--- src/sv/dttf_pkg.sv ---
// Shared types and constants for the decimal text to fixed point converter.
// Used by the parser, the finishing stage and the top level; depends on nothing.
package dttf_pkg;

	// Character codes that the parser recognizes.
	localparam logic [7:0] CH_MINUS = 8'h2D;
	localparam logic [7:0] CH_POINT = 8'h2E;
	localparam logic [7:0] CH_ZERO  = 8'h30;
	localparam logic [7:0] CH_NINE  = 8'h39;

	// Accumulator widths. The fraction field covers up to eighteen digits.
	localparam int INT_W      = 63;
	localparam int FRAC_MAX_W = 60;
	localparam int VALUE_W    = 64;

	// Powers of ten from 10^0 to 10^18.
	localparam int POW_IDX_W = 5;
	localparam logic [63:0] POW10_TAB [0:18] = '{
		64'd1,
		64'd10,
		64'd100,
		64'd1000,
		64'd10000,
		64'd100000,
		64'd1000000,
		64'd10000000,
		64'd100000000,
		64'd1000000000,
		64'd10000000000,
		64'd100000000000,
		64'd1000000000000,
		64'd10000000000000,
		64'd100000000000000,
		64'd1000000000000000,
		64'd10000000000000000,
		64'd100000000000000000,
		64'd1000000000000000000
	};

	// One parsed number handed from the parser to the finishing stage.
	// The integer part is already scaled by ten to the fraction digits,
	// and the fraction is already padded to the full digit count.
	typedef struct packed {
		logic                  negative;
		logic                  ok;
		logic [INT_W-1:0]      scaled_int;
		logic [FRAC_MAX_W-1:0] frac;
	} num_t;

endpackage

--- src/sv/dttf_char_if.sv ---
// Character channel: one text byte per beat with its end mark.
// Depends on nothing.
interface dttf_char_if;
	logic       valid;
	logic       ready;
	logic       char_present;
	logic [7:0] character;
	logic       last_char;

	modport source(output valid, char_present, character, last_char, input ready);
	modport sink(input valid, char_present, character, last_char, output ready);
endinterface

--- src/sv/dttf_result_if.sv ---
// Result channel: one signed fixed-point value and its ok flag per beat.
// Depends on nothing.
interface dttf_result_if;
	logic               valid;
	logic               ready;
	logic signed [63:0] scaled_value;
	logic               parse_ok;

	modport source(output valid, scaled_value, parse_ok, input ready);
	modport sink(input valid, scaled_value, parse_ok, output ready);
endinterface

--- src/sv/dttf_parser.sv ---
// Character parser: folds one byte per beat into the running number state and
// hands the finished number to the next stage. Depends on dttf_pkg, dttf_char_if.
module dttf_parser #(
	parameter int FRACTION_DIGITS = 8
) (
	input  logic          clk,
	input  logic          arst_n,
	dttf_char_if.sink     text,
	output logic          num_valid,
	input  logic          num_ready,
	output dttf_pkg::num_t num
);
	import dttf_pkg::*;

	localparam int CNT_W = $clog2(FRACTION_DIGITS + 1);
	localparam logic [63:0] SCALE = POW10_TAB[FRACTION_DIGITS];
	localparam int FRAC_W = $clog2(SCALE);

	// Running number state.
	logic [INT_W-1:0]  int_q;
	logic [FRAC_W-1:0] frac_q;
	logic [CNT_W-1:0]  cnt_q;
	logic              neg_q;
	logic              seen_q;
	logic              in_frac_q;
	logic              first_q;
	logic              err_q;

	logic [INT_W-1:0]  int_d;
	logic [FRAC_W-1:0] frac_d;
	logic [CNT_W-1:0]  cnt_d;
	logic              neg_d;
	logic              seen_d;
	logic              in_frac_d;
	logic              err_d;

	logic              accept;
	logic              take;
	logic              is_digit;
	logic [3:0]        digit;
	logic [63:0]       int_term;
	logic [67:0]       int_prod;
	logic [POW_IDX_W-1:0] w_idx;
	logic [FRAC_W-1:0] weight;
	logic [FRAC_W+3:0] frac_term;

	// Snapshot register toward the finishing stage.
	logic              num_valid_s1;
	num_t              num_s1;

	assign text.ready = !num_valid_s1 || num_ready;
	assign accept     = text.valid && text.ready;
	assign take       = accept && text.char_present && !err_q;

	assign is_digit = (text.character >= CH_ZERO) && (text.character <= CH_NINE);
	assign digit    = text.character[3:0];

	// Integer digit: scaled accumulator times ten plus the digit times the scale.
	assign int_term = 64'(digit) * SCALE;
	assign int_prod = 68'({int_q, 3'b000}) + 68'({int_q, 1'b0}) + 68'(int_term);

	// Fraction digit: add the digit at its final decimal weight.
	assign w_idx     = POW_IDX_W'(FRACTION_DIGITS - 1) - POW_IDX_W'(cnt_q);
	assign weight    = FRAC_W'(POW10_TAB[w_idx]);
	assign frac_term = (FRAC_W + 4)'(weight) * (FRAC_W + 4)'(digit);

	// Next number state for one beat.
	always_comb begin
		int_d     = int_q;
		frac_d    = frac_q;
		cnt_d     = cnt_q;
		neg_d     = neg_q;
		seen_d    = seen_q;
		in_frac_d = in_frac_q;
		err_d     = err_q;
		if (take) begin
			if (first_q && text.character == CH_MINUS) begin
				neg_d = 1'b1;
			end else if (text.character == CH_POINT) begin
				if (in_frac_q) begin
					err_d = 1'b1;
				end else begin
					in_frac_d = 1'b1;
				end
			end else if (is_digit) begin
				seen_d = 1'b1;
				if (!in_frac_q) begin
					if (|int_prod[67:INT_W]) begin
						err_d = 1'b1;
					end else begin
						int_d = int_prod[INT_W-1:0];
					end
				end else if (cnt_q < CNT_W'(FRACTION_DIGITS)) begin
					frac_d = frac_q + frac_term[FRAC_W-1:0];
					cnt_d  = cnt_q + CNT_W'(1);
				end
			end else begin
				err_d = 1'b1;
			end
		end
	end

	// Control state; the number clears itself after its last beat.
	always_ff @(posedge clk or negedge arst_n) begin
		if (!arst_n) begin
			cnt_q        <= '0;
			neg_q        <= 1'b0;
			seen_q       <= 1'b0;
			in_frac_q    <= 1'b0;
			first_q      <= 1'b1;
			err_q        <= 1'b0;
			num_valid_s1 <= 1'b0;
		end else begin
			if (accept && text.last_char) begin
				cnt_q     <= '0;
				neg_q     <= 1'b0;
				seen_q    <= 1'b0;
				in_frac_q <= 1'b0;
				first_q   <= 1'b1;
				err_q     <= 1'b0;
			end else if (accept) begin
				cnt_q     <= cnt_d;
				neg_q     <= neg_d;
				seen_q    <= seen_d;
				in_frac_q <= in_frac_d;
				err_q     <= err_d;
				if (text.char_present) begin
					first_q <= 1'b0;
				end
			end
			if (accept && text.last_char) begin
				num_valid_s1 <= 1'b1;
			end else if (num_ready) begin
				num_valid_s1 <= 1'b0;
			end
		end
	end

	// Accumulators and the handed-off number.
	always_ff @(posedge clk or negedge arst_n) begin
		if (!arst_n) begin
			int_q  <= '0;
			frac_q <= '0;
		end else if (accept && text.last_char) begin
			int_q  <= '0;
			frac_q <= '0;
		end else if (accept) begin
			int_q  <= int_d;
			frac_q <= frac_d;
		end
	end

	always_ff @(posedge clk) begin
		if (accept && text.last_char) begin
			num_s1.negative   <= neg_d;
			num_s1.ok         <= seen_d && !err_d;
			num_s1.scaled_int <= int_d;
			num_s1.frac       <= FRAC_MAX_W'(frac_d);
		end
	end

	assign num_valid = num_valid_s1;
	assign num       = num_s1;

	// A finished number leaves the parser ready for the first character of the next.
	a_clear_after_last: assert property (@(posedge clk) disable iff (!arst_n)
		accept && text.last_char |=> first_q && !err_q && cnt_q == '0 && !in_frac_q)
		else $error("parser state not cleared after last beat");

	// An error sticks until the number ends.
	a_err_sticky: assert property (@(posedge clk) disable iff (!arst_n)
		err_q && !(accept && text.last_char) |=> err_q)
		else $error("error flag dropped inside a number");

	// A held number is not overwritten.
	a_hold_s1: assert property (@(posedge clk) disable iff (!arst_n)
		num_valid_s1 && !num_ready |=> num_valid_s1 && $stable(num_s1))
		else $error("pending number lost");

	// The kept fraction digit count never passes the configured digits.
	a_cnt_range: assert property (@(posedge clk) disable iff (!arst_n)
		cnt_q <= CNT_W'(FRACTION_DIGITS))
		else $error("fraction digit count out of range");

endmodule

--- src/sv/dttf_finish.sv ---
// Finishing stage: adds integer and fraction, checks the 63-bit range, applies
// the sign and holds the result beat. Depends on dttf_pkg, dttf_result_if.
module dttf_finish (
	input  logic           clk,
	input  logic           arst_n,
	input  logic           num_valid,
	output logic           num_ready,
	input  dttf_pkg::num_t num,
	dttf_result_if.source  result
);
	import dttf_pkg::*;

	logic               valid_s2;
	logic               ok_s2;
	logic               neg_s2;
	logic [INT_W-1:0]   mag_s2;
	logic [VALUE_W-1:0] sum;
	logic               out_free;
	logic               valid_q;
	logic               ok_q;
	logic [VALUE_W-1:0] value_q;

	assign out_free  = !valid_q || result.ready;
	assign num_ready = !valid_s2 || out_free;

	// Range check on the full magnitude.
	assign sum = VALUE_W'(num.scaled_int) + VALUE_W'(num.frac);

	always_ff @(posedge clk or negedge arst_n) begin
		if (!arst_n) begin
			valid_s2 <= 1'b0;
			valid_q  <= 1'b0;
		end else begin
			if (num_ready) begin
				valid_s2 <= num_valid;
			end
			if (out_free) begin
				valid_q <= valid_s2;
			end
		end
	end

	always_ff @(posedge clk) begin
		if (num_ready && num_valid) begin
			ok_s2  <= num.ok && !sum[VALUE_W-1];
			neg_s2 <= num.negative;
			mag_s2 <= sum[INT_W-1:0];
		end
	end

	// Result register: signed value, zero when the parse failed.
	always_ff @(posedge clk) begin
		if (out_free && valid_s2) begin
			ok_q <= ok_s2;
			if (!ok_s2) begin
				value_q <= '0;
			end else if (neg_s2) begin
				value_q <= VALUE_W'(0) - VALUE_W'(mag_s2);
			end else begin
				value_q <= VALUE_W'(mag_s2);
			end
		end
	end

	assign result.valid        = valid_q;
	assign result.parse_ok     = ok_q;
	assign result.scaled_value = value_q;

	// A rejected number always reads as zero.
	a_zero_on_fail: assert property (@(posedge clk) disable iff (!arst_n)
		valid_q && !ok_q |-> value_q == '0)
		else $error("failed parse carries a nonzero value");

	// A stalled middle stage keeps its number.
	a_hold_s2: assert property (@(posedge clk) disable iff (!arst_n)
		valid_s2 && !out_free |=> valid_s2 && $stable(mag_s2) && $stable(ok_s2))
		else $error("middle stage lost a number");

	// A valid positive result never has the sign bit set.
	a_pos_range: assert property (@(posedge clk) disable iff (!arst_n)
		valid_s2 && ok_s2 && out_free && !neg_s2 |=> !value_q[VALUE_W-1])
		else $error("positive result out of range");

endmodule

--- src/sv/decimal_text_to_fixed_point.sv ---
// Top level of the decimal text to fixed point converter.
// Depends on dttf_pkg, dttf_char_if, dttf_result_if, dttf_parser and dttf_finish.
//
// Usage:
//   The text channel takes one beat per character: char_present marks a real
//   byte, last_char ends the number (a beat with char_present low and last_char
//   high ends it without a byte; with both low the beat does nothing).
//   For every beat with last_char high the result channel gives one beat:
//   the value times ten to FRACTION_DIGITS in two's complement and parse_ok.
//   parse_ok is low, and the value zero, for empty text, a bad byte, a minus
//   that is not first, a second point, or a magnitude above 2^63-1.
//   Throughput is one character per clock while ready is high. A result passes
//   the parser snapshot, the range add, then the sign and result register.
//   The per-character accumulate step sets the clock. When the receiver
//   stalls, up to three finished numbers wait in the pipeline and characters
//   keep flowing; once all three slots are full, ready stays low until the
//   receiver takes a result.
//   Reset clears the pending results and leaves the parser at the start of a
//   new number.
module decimal_text_to_fixed_point #(
	parameter int FRACTION_DIGITS = 8
) (
	input  logic           clk,
	input  logic           arst_n,
	dttf_char_if.sink      text,
	dttf_result_if.source  result
);
	import dttf_pkg::*;

	logic num_valid;
	logic num_ready;
	num_t num;

	// Character accumulation.
	dttf_parser #(
		.FRACTION_DIGITS(FRACTION_DIGITS)
	) u_parser (
		.clk      (clk),
		.arst_n   (arst_n),
		.text     (text),
		.num_valid(num_valid),
		.num_ready(num_ready),
		.num      (num)
	);

	// Range check, sign and result beat.
	dttf_finish u_finish (
		.clk      (clk),
		.arst_n   (arst_n),
		.num_valid(num_valid),
		.num_ready(num_ready),
		.num      (num),
		.result   (result)
	);

endmodule
--- src/flat_wrapper.sv ---
// flat-port wrapper written by rule: the top's interface ports become plain ports
module decimal_text_to_fixed_point_flat import dttf_pkg::*;
#(
	parameter int FRACTION_DIGITS = 8
)
  (clk, arst_n, text_valid, text_char_present, text_character, text_last_char, text_ready, result_valid, result_scaled_value, result_parse_ok, result_ready);
  dttf_char_if text_i ();
  dttf_result_if result_i ();
  input  logic clk;
  input  logic arst_n;
  input wire logic [$bits(text_i.valid)-1:0] text_valid;
  input wire logic [$bits(text_i.char_present)-1:0] text_char_present;
  input wire logic [$bits(text_i.character)-1:0] text_character;
  input wire logic [$bits(text_i.last_char)-1:0] text_last_char;
  output wire logic [$bits(text_i.ready)-1:0] text_ready;
  output wire logic [$bits(result_i.valid)-1:0] result_valid;
  output wire logic [$bits(result_i.scaled_value)-1:0] result_scaled_value;
  output wire logic [$bits(result_i.parse_ok)-1:0] result_parse_ok;
  input wire logic [$bits(result_i.ready)-1:0] result_ready;
  assign text_i.valid = text_valid;
  assign text_i.char_present = text_char_present;
  assign text_i.character = text_character;
  assign text_i.last_char = text_last_char;
  assign text_ready = text_i.ready;
  assign result_valid = result_i.valid;
  assign result_scaled_value = result_i.scaled_value;
  assign result_parse_ok = result_i.parse_ok;
  assign result_i.ready = result_ready;
  decimal_text_to_fixed_point #(.FRACTION_DIGITS(FRACTION_DIGITS)) u_core (.clk(clk), .arst_n(arst_n), .text(text_i), .result(result_i));
endmodule
--- config.mk ---
export PLATFORM = sky130hd
export DESIGN_NAME = decimal_text_to_fixed_point_flat
export DESIGN_NICKNAME = d
export VERILOG_FILES = /design/src/sv/dttf_pkg.sv /design/src/sv/dttf_char_if.sv /design/src/sv/dttf_result_if.sv /design/src/sv/dttf_parser.sv /design/src/sv/dttf_finish.sv /design/src/sv/decimal_text_to_fixed_point.sv /design/src/flat_wrapper.sv
export SDC_FILE = /design/constraint.sdc
export NUM_CORES = 1
export LEC_CHECK = 0
export BUFFER_PORTS_ARGS = -buffer_cell sky130_fd_sc_hd__buf_2
export CAP_MARGIN = 20
export CORE_MARGIN = 2
export CORE_UTILIZATION = 60
export CTS_CLUSTER_DIAMETER = 150
export CTS_CLUSTER_SIZE = 12
export DETAILED_ROUTE_END_ITERATION = 10
export MAX_ROUTING_LAYER = met4
export PLACE_DENSITY_LB_ADDON = 0.3
export SETUP_SLACK_MARGIN = 0.15
export SLEW_MARGIN = 20
export SYNTH_ARGS = -nofsm -noshare
export SYNTH_HDL_FRONTEND = slang
export SYNTH_SLANG_ARGS = --single-unit
--- constraint.sdc ---
create_clock -name clk -period 7.25 [get_ports clk]
set_input_delay 1.45 -clock clk [delete_from_list [all_inputs] [get_ports clk]]
set_output_delay 1.45 -clock clk [all_outputs]
set_load 0.05 [all_outputs]
==> results.py <==
metrics = {
    "grt": {
        "grt_overflow_total": 0,
        "grt_pass1_wl_mm": 102.8,
        "grt_pass1_vias": 19580,
        "grt_max_degree": 66,
        "antenna_found_initial": 0,
        "grtUsageTotal_pct": 31.34,
    },
    "placed_design": {
        "place.gp.congestion": 0.9938,
        "place_inst": 3124,
        "place_hpwl_mm": 46.13,
        "place_ws_ns": -1.313,
        "io_buffers": 80,
    },
    "floorplanning": {
        "dieArea_sq_um": 42530,
        "die_x_um": 206.2,
        "initial_core_util_pct": 60.50,
        "core_area_sq_um": 40550,
        "placementRows": 74,
        "die_h_um": 206.2,
        "pin_count": 81,
    },
    "finish": {
        "diodes": 0,
        "syn2layout_area_growth_pct": 18.63,
        "final_cell_mix": "235 x nand2_1, 222 x edfxtp_1, 189 x ha_1, 180 x buf_4, 156 x xnor2_1",
        "nets": 2987,
        "multi_input_area_sq_um": 15320,
        "seqCellArea_sq_um": 9220,
        "final_core_util_pct": 71.78,
        "fillers": 2842,
        "layout_commonest_cell": "nand2_1",
        "drive_gt1_share_pct": 19.30,
        "final_cells": 3231,
    },
    "setup_path": {
        "cp.required_ns": 7.72,
        "arrival_ns": 8.24,
        "endpoint_kind": "flip-flop",
        "critical-path-slowest-cell": "fa_1",
        "path_common_cell": "buf_4",
        "cp_max_fo": 5,
        "crit_type": "primary input to flip-flop",
        "cpPeakStageDelay_ns": 0.57,
        "start_kind": "primary input",
    },
    "timing": {
        "slew-limit-headroom_pct": 38.25,
        "worst_slack_ns": -0.5218,
        "tightest_slew_ns": 0.9263,
        "clock-skew-final_ns": 0.03557,
        "final_max_slew_viol_count": 0,
        "finalCritPeriodShare_pct": 107.2,
        "fmaxAchievable_mhz": 128.7,
        "rsz0062_at_grt": "true",
        "final.min_clock_period_ns": 7.772,
        "setup_viol": 128,
        "finalHoldViolCount": 0,
        "tns_ns": -54.06,
    },
    "drt": {
        "highest_layer": "met4",
        "vias_per_cell": 6.252,
        "dr.pass1.iters": 8,
        "detail_route.iter0.violations": 1956,
        "wl_met3_mm": 5.708,
        "wirelength_mm": 65.73,
        "drc": 0,
        "detail-route-antenna-nets": 0,
        "vias": 20200,
        "m1WireLength_mm": 27.56,
        "post_drt_wl_per_cell_um": 20.34,
        "wl_met2_mm": 30.61,
    },
    "clock_tree": {
        "cts_made_buffers": 30,
        "worstSkewPairLatency_ns": 0.59,
        "cts_root_buf": "clkbuf_16",
        "cts_tree": "built",
        "cts_buffer_depth": 3,
        "cts_num_sinks": 324,
        "h-tree-depth": 1,
        "clk_pin_slew_worst_paths_ns": 0.07,
    },
    "yosys": {
        "ys.flop_type": "edfxtp_1",
        "yosys_warnings": 0,
        "ys_seq_area_share_pct": 37.58,
        "synth-async-reset-ratio_pct": 31.48,
        "synth_edf_count": 222,
        "synthDistinctLibCells": 74,
        "avgSynthCellArea_sq_um": 10.02,
        "syn_inst": 2448,
        "synth_seq_cells": 324,
        "syn_area_sq_um": 24540,
    },
    "pwr": {
        "p_per_area_nw_per_um2": 240.5,
        "peakVddDrop_mv": 0.1867,
        "finalPower_mw": 7.000,
        "p_leak_nw": 12.77,
    },
    "worst_hold_path": {
        "min_path_type": "flip-flop to flip-flop",
    },
    "job": {
        "cap_violations": 0,
    },
    "status": {
        "outcome": "finished with violations",
        "failed_checks": "setup timing",
    },
}
## path summary, 6_finish.rpt
kind / start / endpoint / slack (ns) / cells after the start
worst min register to register: u_core.u_parser.num[124] / u_core.u_finish.neg_s2 / 0.44 / 0
min in group asynchronous: arst_n / u_core.u_parser.int_q[31] / 0.91 / 1
max in group asynchronous: arst_n / u_core.u_parser.int_q[54] / 5.02 / 2
worst min-delay path: u_core.u_parser.num[124] / u_core.u_finish.neg_s2 / 0.44 / 0
worst max register to register: u_core.u_parser.cnt_q[1] / u_core.u_parser.frac_q[26] / 0.89 / 22
worst max-delay path: text_character[3] / u_core.u_parser.int_q[45] / -0.52 / 32
## synth_stat cells (all sizes together) (25+ instances only)
library cell	count	area share, %
a21o	57	1.7
dfrtp	101	10
fa	103	8.4
ha	194	9.9
nand3	94	1.9
clkbuf	91	1.4
a21oi	105	2.1
nand2	260	4.0
nor3	35	0.71
o311ai	25	0.89
nand4	28	0.74
edfxtp	222	27
inv	147	2.2
nor2	103	1.6
xor2	56	2.0
xnor2	159	5.7
o21ai	150	3.1
and2	103	2.6
and3	28	0.71
mux2	25	1.1
a22o	49	1.7
## area by class of cell
type	count	share of cell area [%]
well taps	532	2.287
clock inverters	1	0.05588
clock buffers	54	2.889
flip-flops and latches	324	31.68
repair buffers	296	8.558
multi-input cells	1877	52.63
inverters	147	1.900
## sequential cells by signal, indices dropped and copies added (netlist names)
signal	count
u_core.u_finish.valid_s2	1
u_core.u_parser.num	92
u_core.u_parser.in_frac_q	1
u_core.u_parser.cnt_q	4
u_core.u_parser.err_q	1
u_core.u_parser.frac_q	27
u_core.u_finish.ok_s2	1
u_core.u_parser.seen_q	1
u_core.u_finish.mag_s2	63
u_core.u_parser.neg_q	1
u_core.u_parser.num_valid	1
u_core.u_finish.neg_s2	1
u_core.u_finish.result.parse_ok	1
u_core.u_parser.first_q	1
u_core.u_parser.int_q	63
u_core.u_finish.result.scaled_value	64
u_core.u_finish.result.valid	1
## metal layers
metal | up-vias | global-route usage [%]
met5 | - | -
met4 | 0 | 8.852
met3 | 129 | 4.778
met2 | 956 | 49.03
met1 | 9833 | 42.71
li1 | 9283 | -
## critical path: cells and delay by family
family          cells  cell delay, ns
fa+ha+maj           5            2.31
compound gates     10            1.97
buf+inv            12            1.44
simple gates        3            0.70
xor+xnor            2            0.35
## cells by family (layout without fill, tap and decap cells)
group           Yosys count  count (layout)  share of synthesized area (%)
simple gates            750             750                          15.26
compound gates          579             579                          15.89
flops                   324             324                          37.58
fa+ha+maj               297             297                          18.30
buf+inv                 249             498                          3.835
xor+xnor                215             215                          7.675
mux                      32              32                          1.433
other cells               2               4                        0.03061
## power breakdown
group / internal, mW / switching, mW / total, mW
clock network: 0.776 / 0.686 / 1.46
registers: 2.15 / 0.161 / 2.31
logic: 1.39 / 1.84 / 3.23
total: 4.31 / 2.69 / 7.00
## repair_timing
action                     4_1_cts  5_1_grt
buffers inserted                30        7
gates resized for setup        144      116
cloned                          10        5
hold buffers                     0        0
setup endpoints to repair      128      128
pin swaps                       44       55
## stage by stage
stage          hold slack, ns  cell area [sq um]
2_1_floorplan          0.4003              24690
3_3_place_gp           0.4027              26620
3_5_place_dp           0.4186              26620
4_1_cts                0.4328              28480
5_1_grt                0.4503              29110
6_report               0.4367              29110
Note: power is estimated with default switching activity, not from simulation.
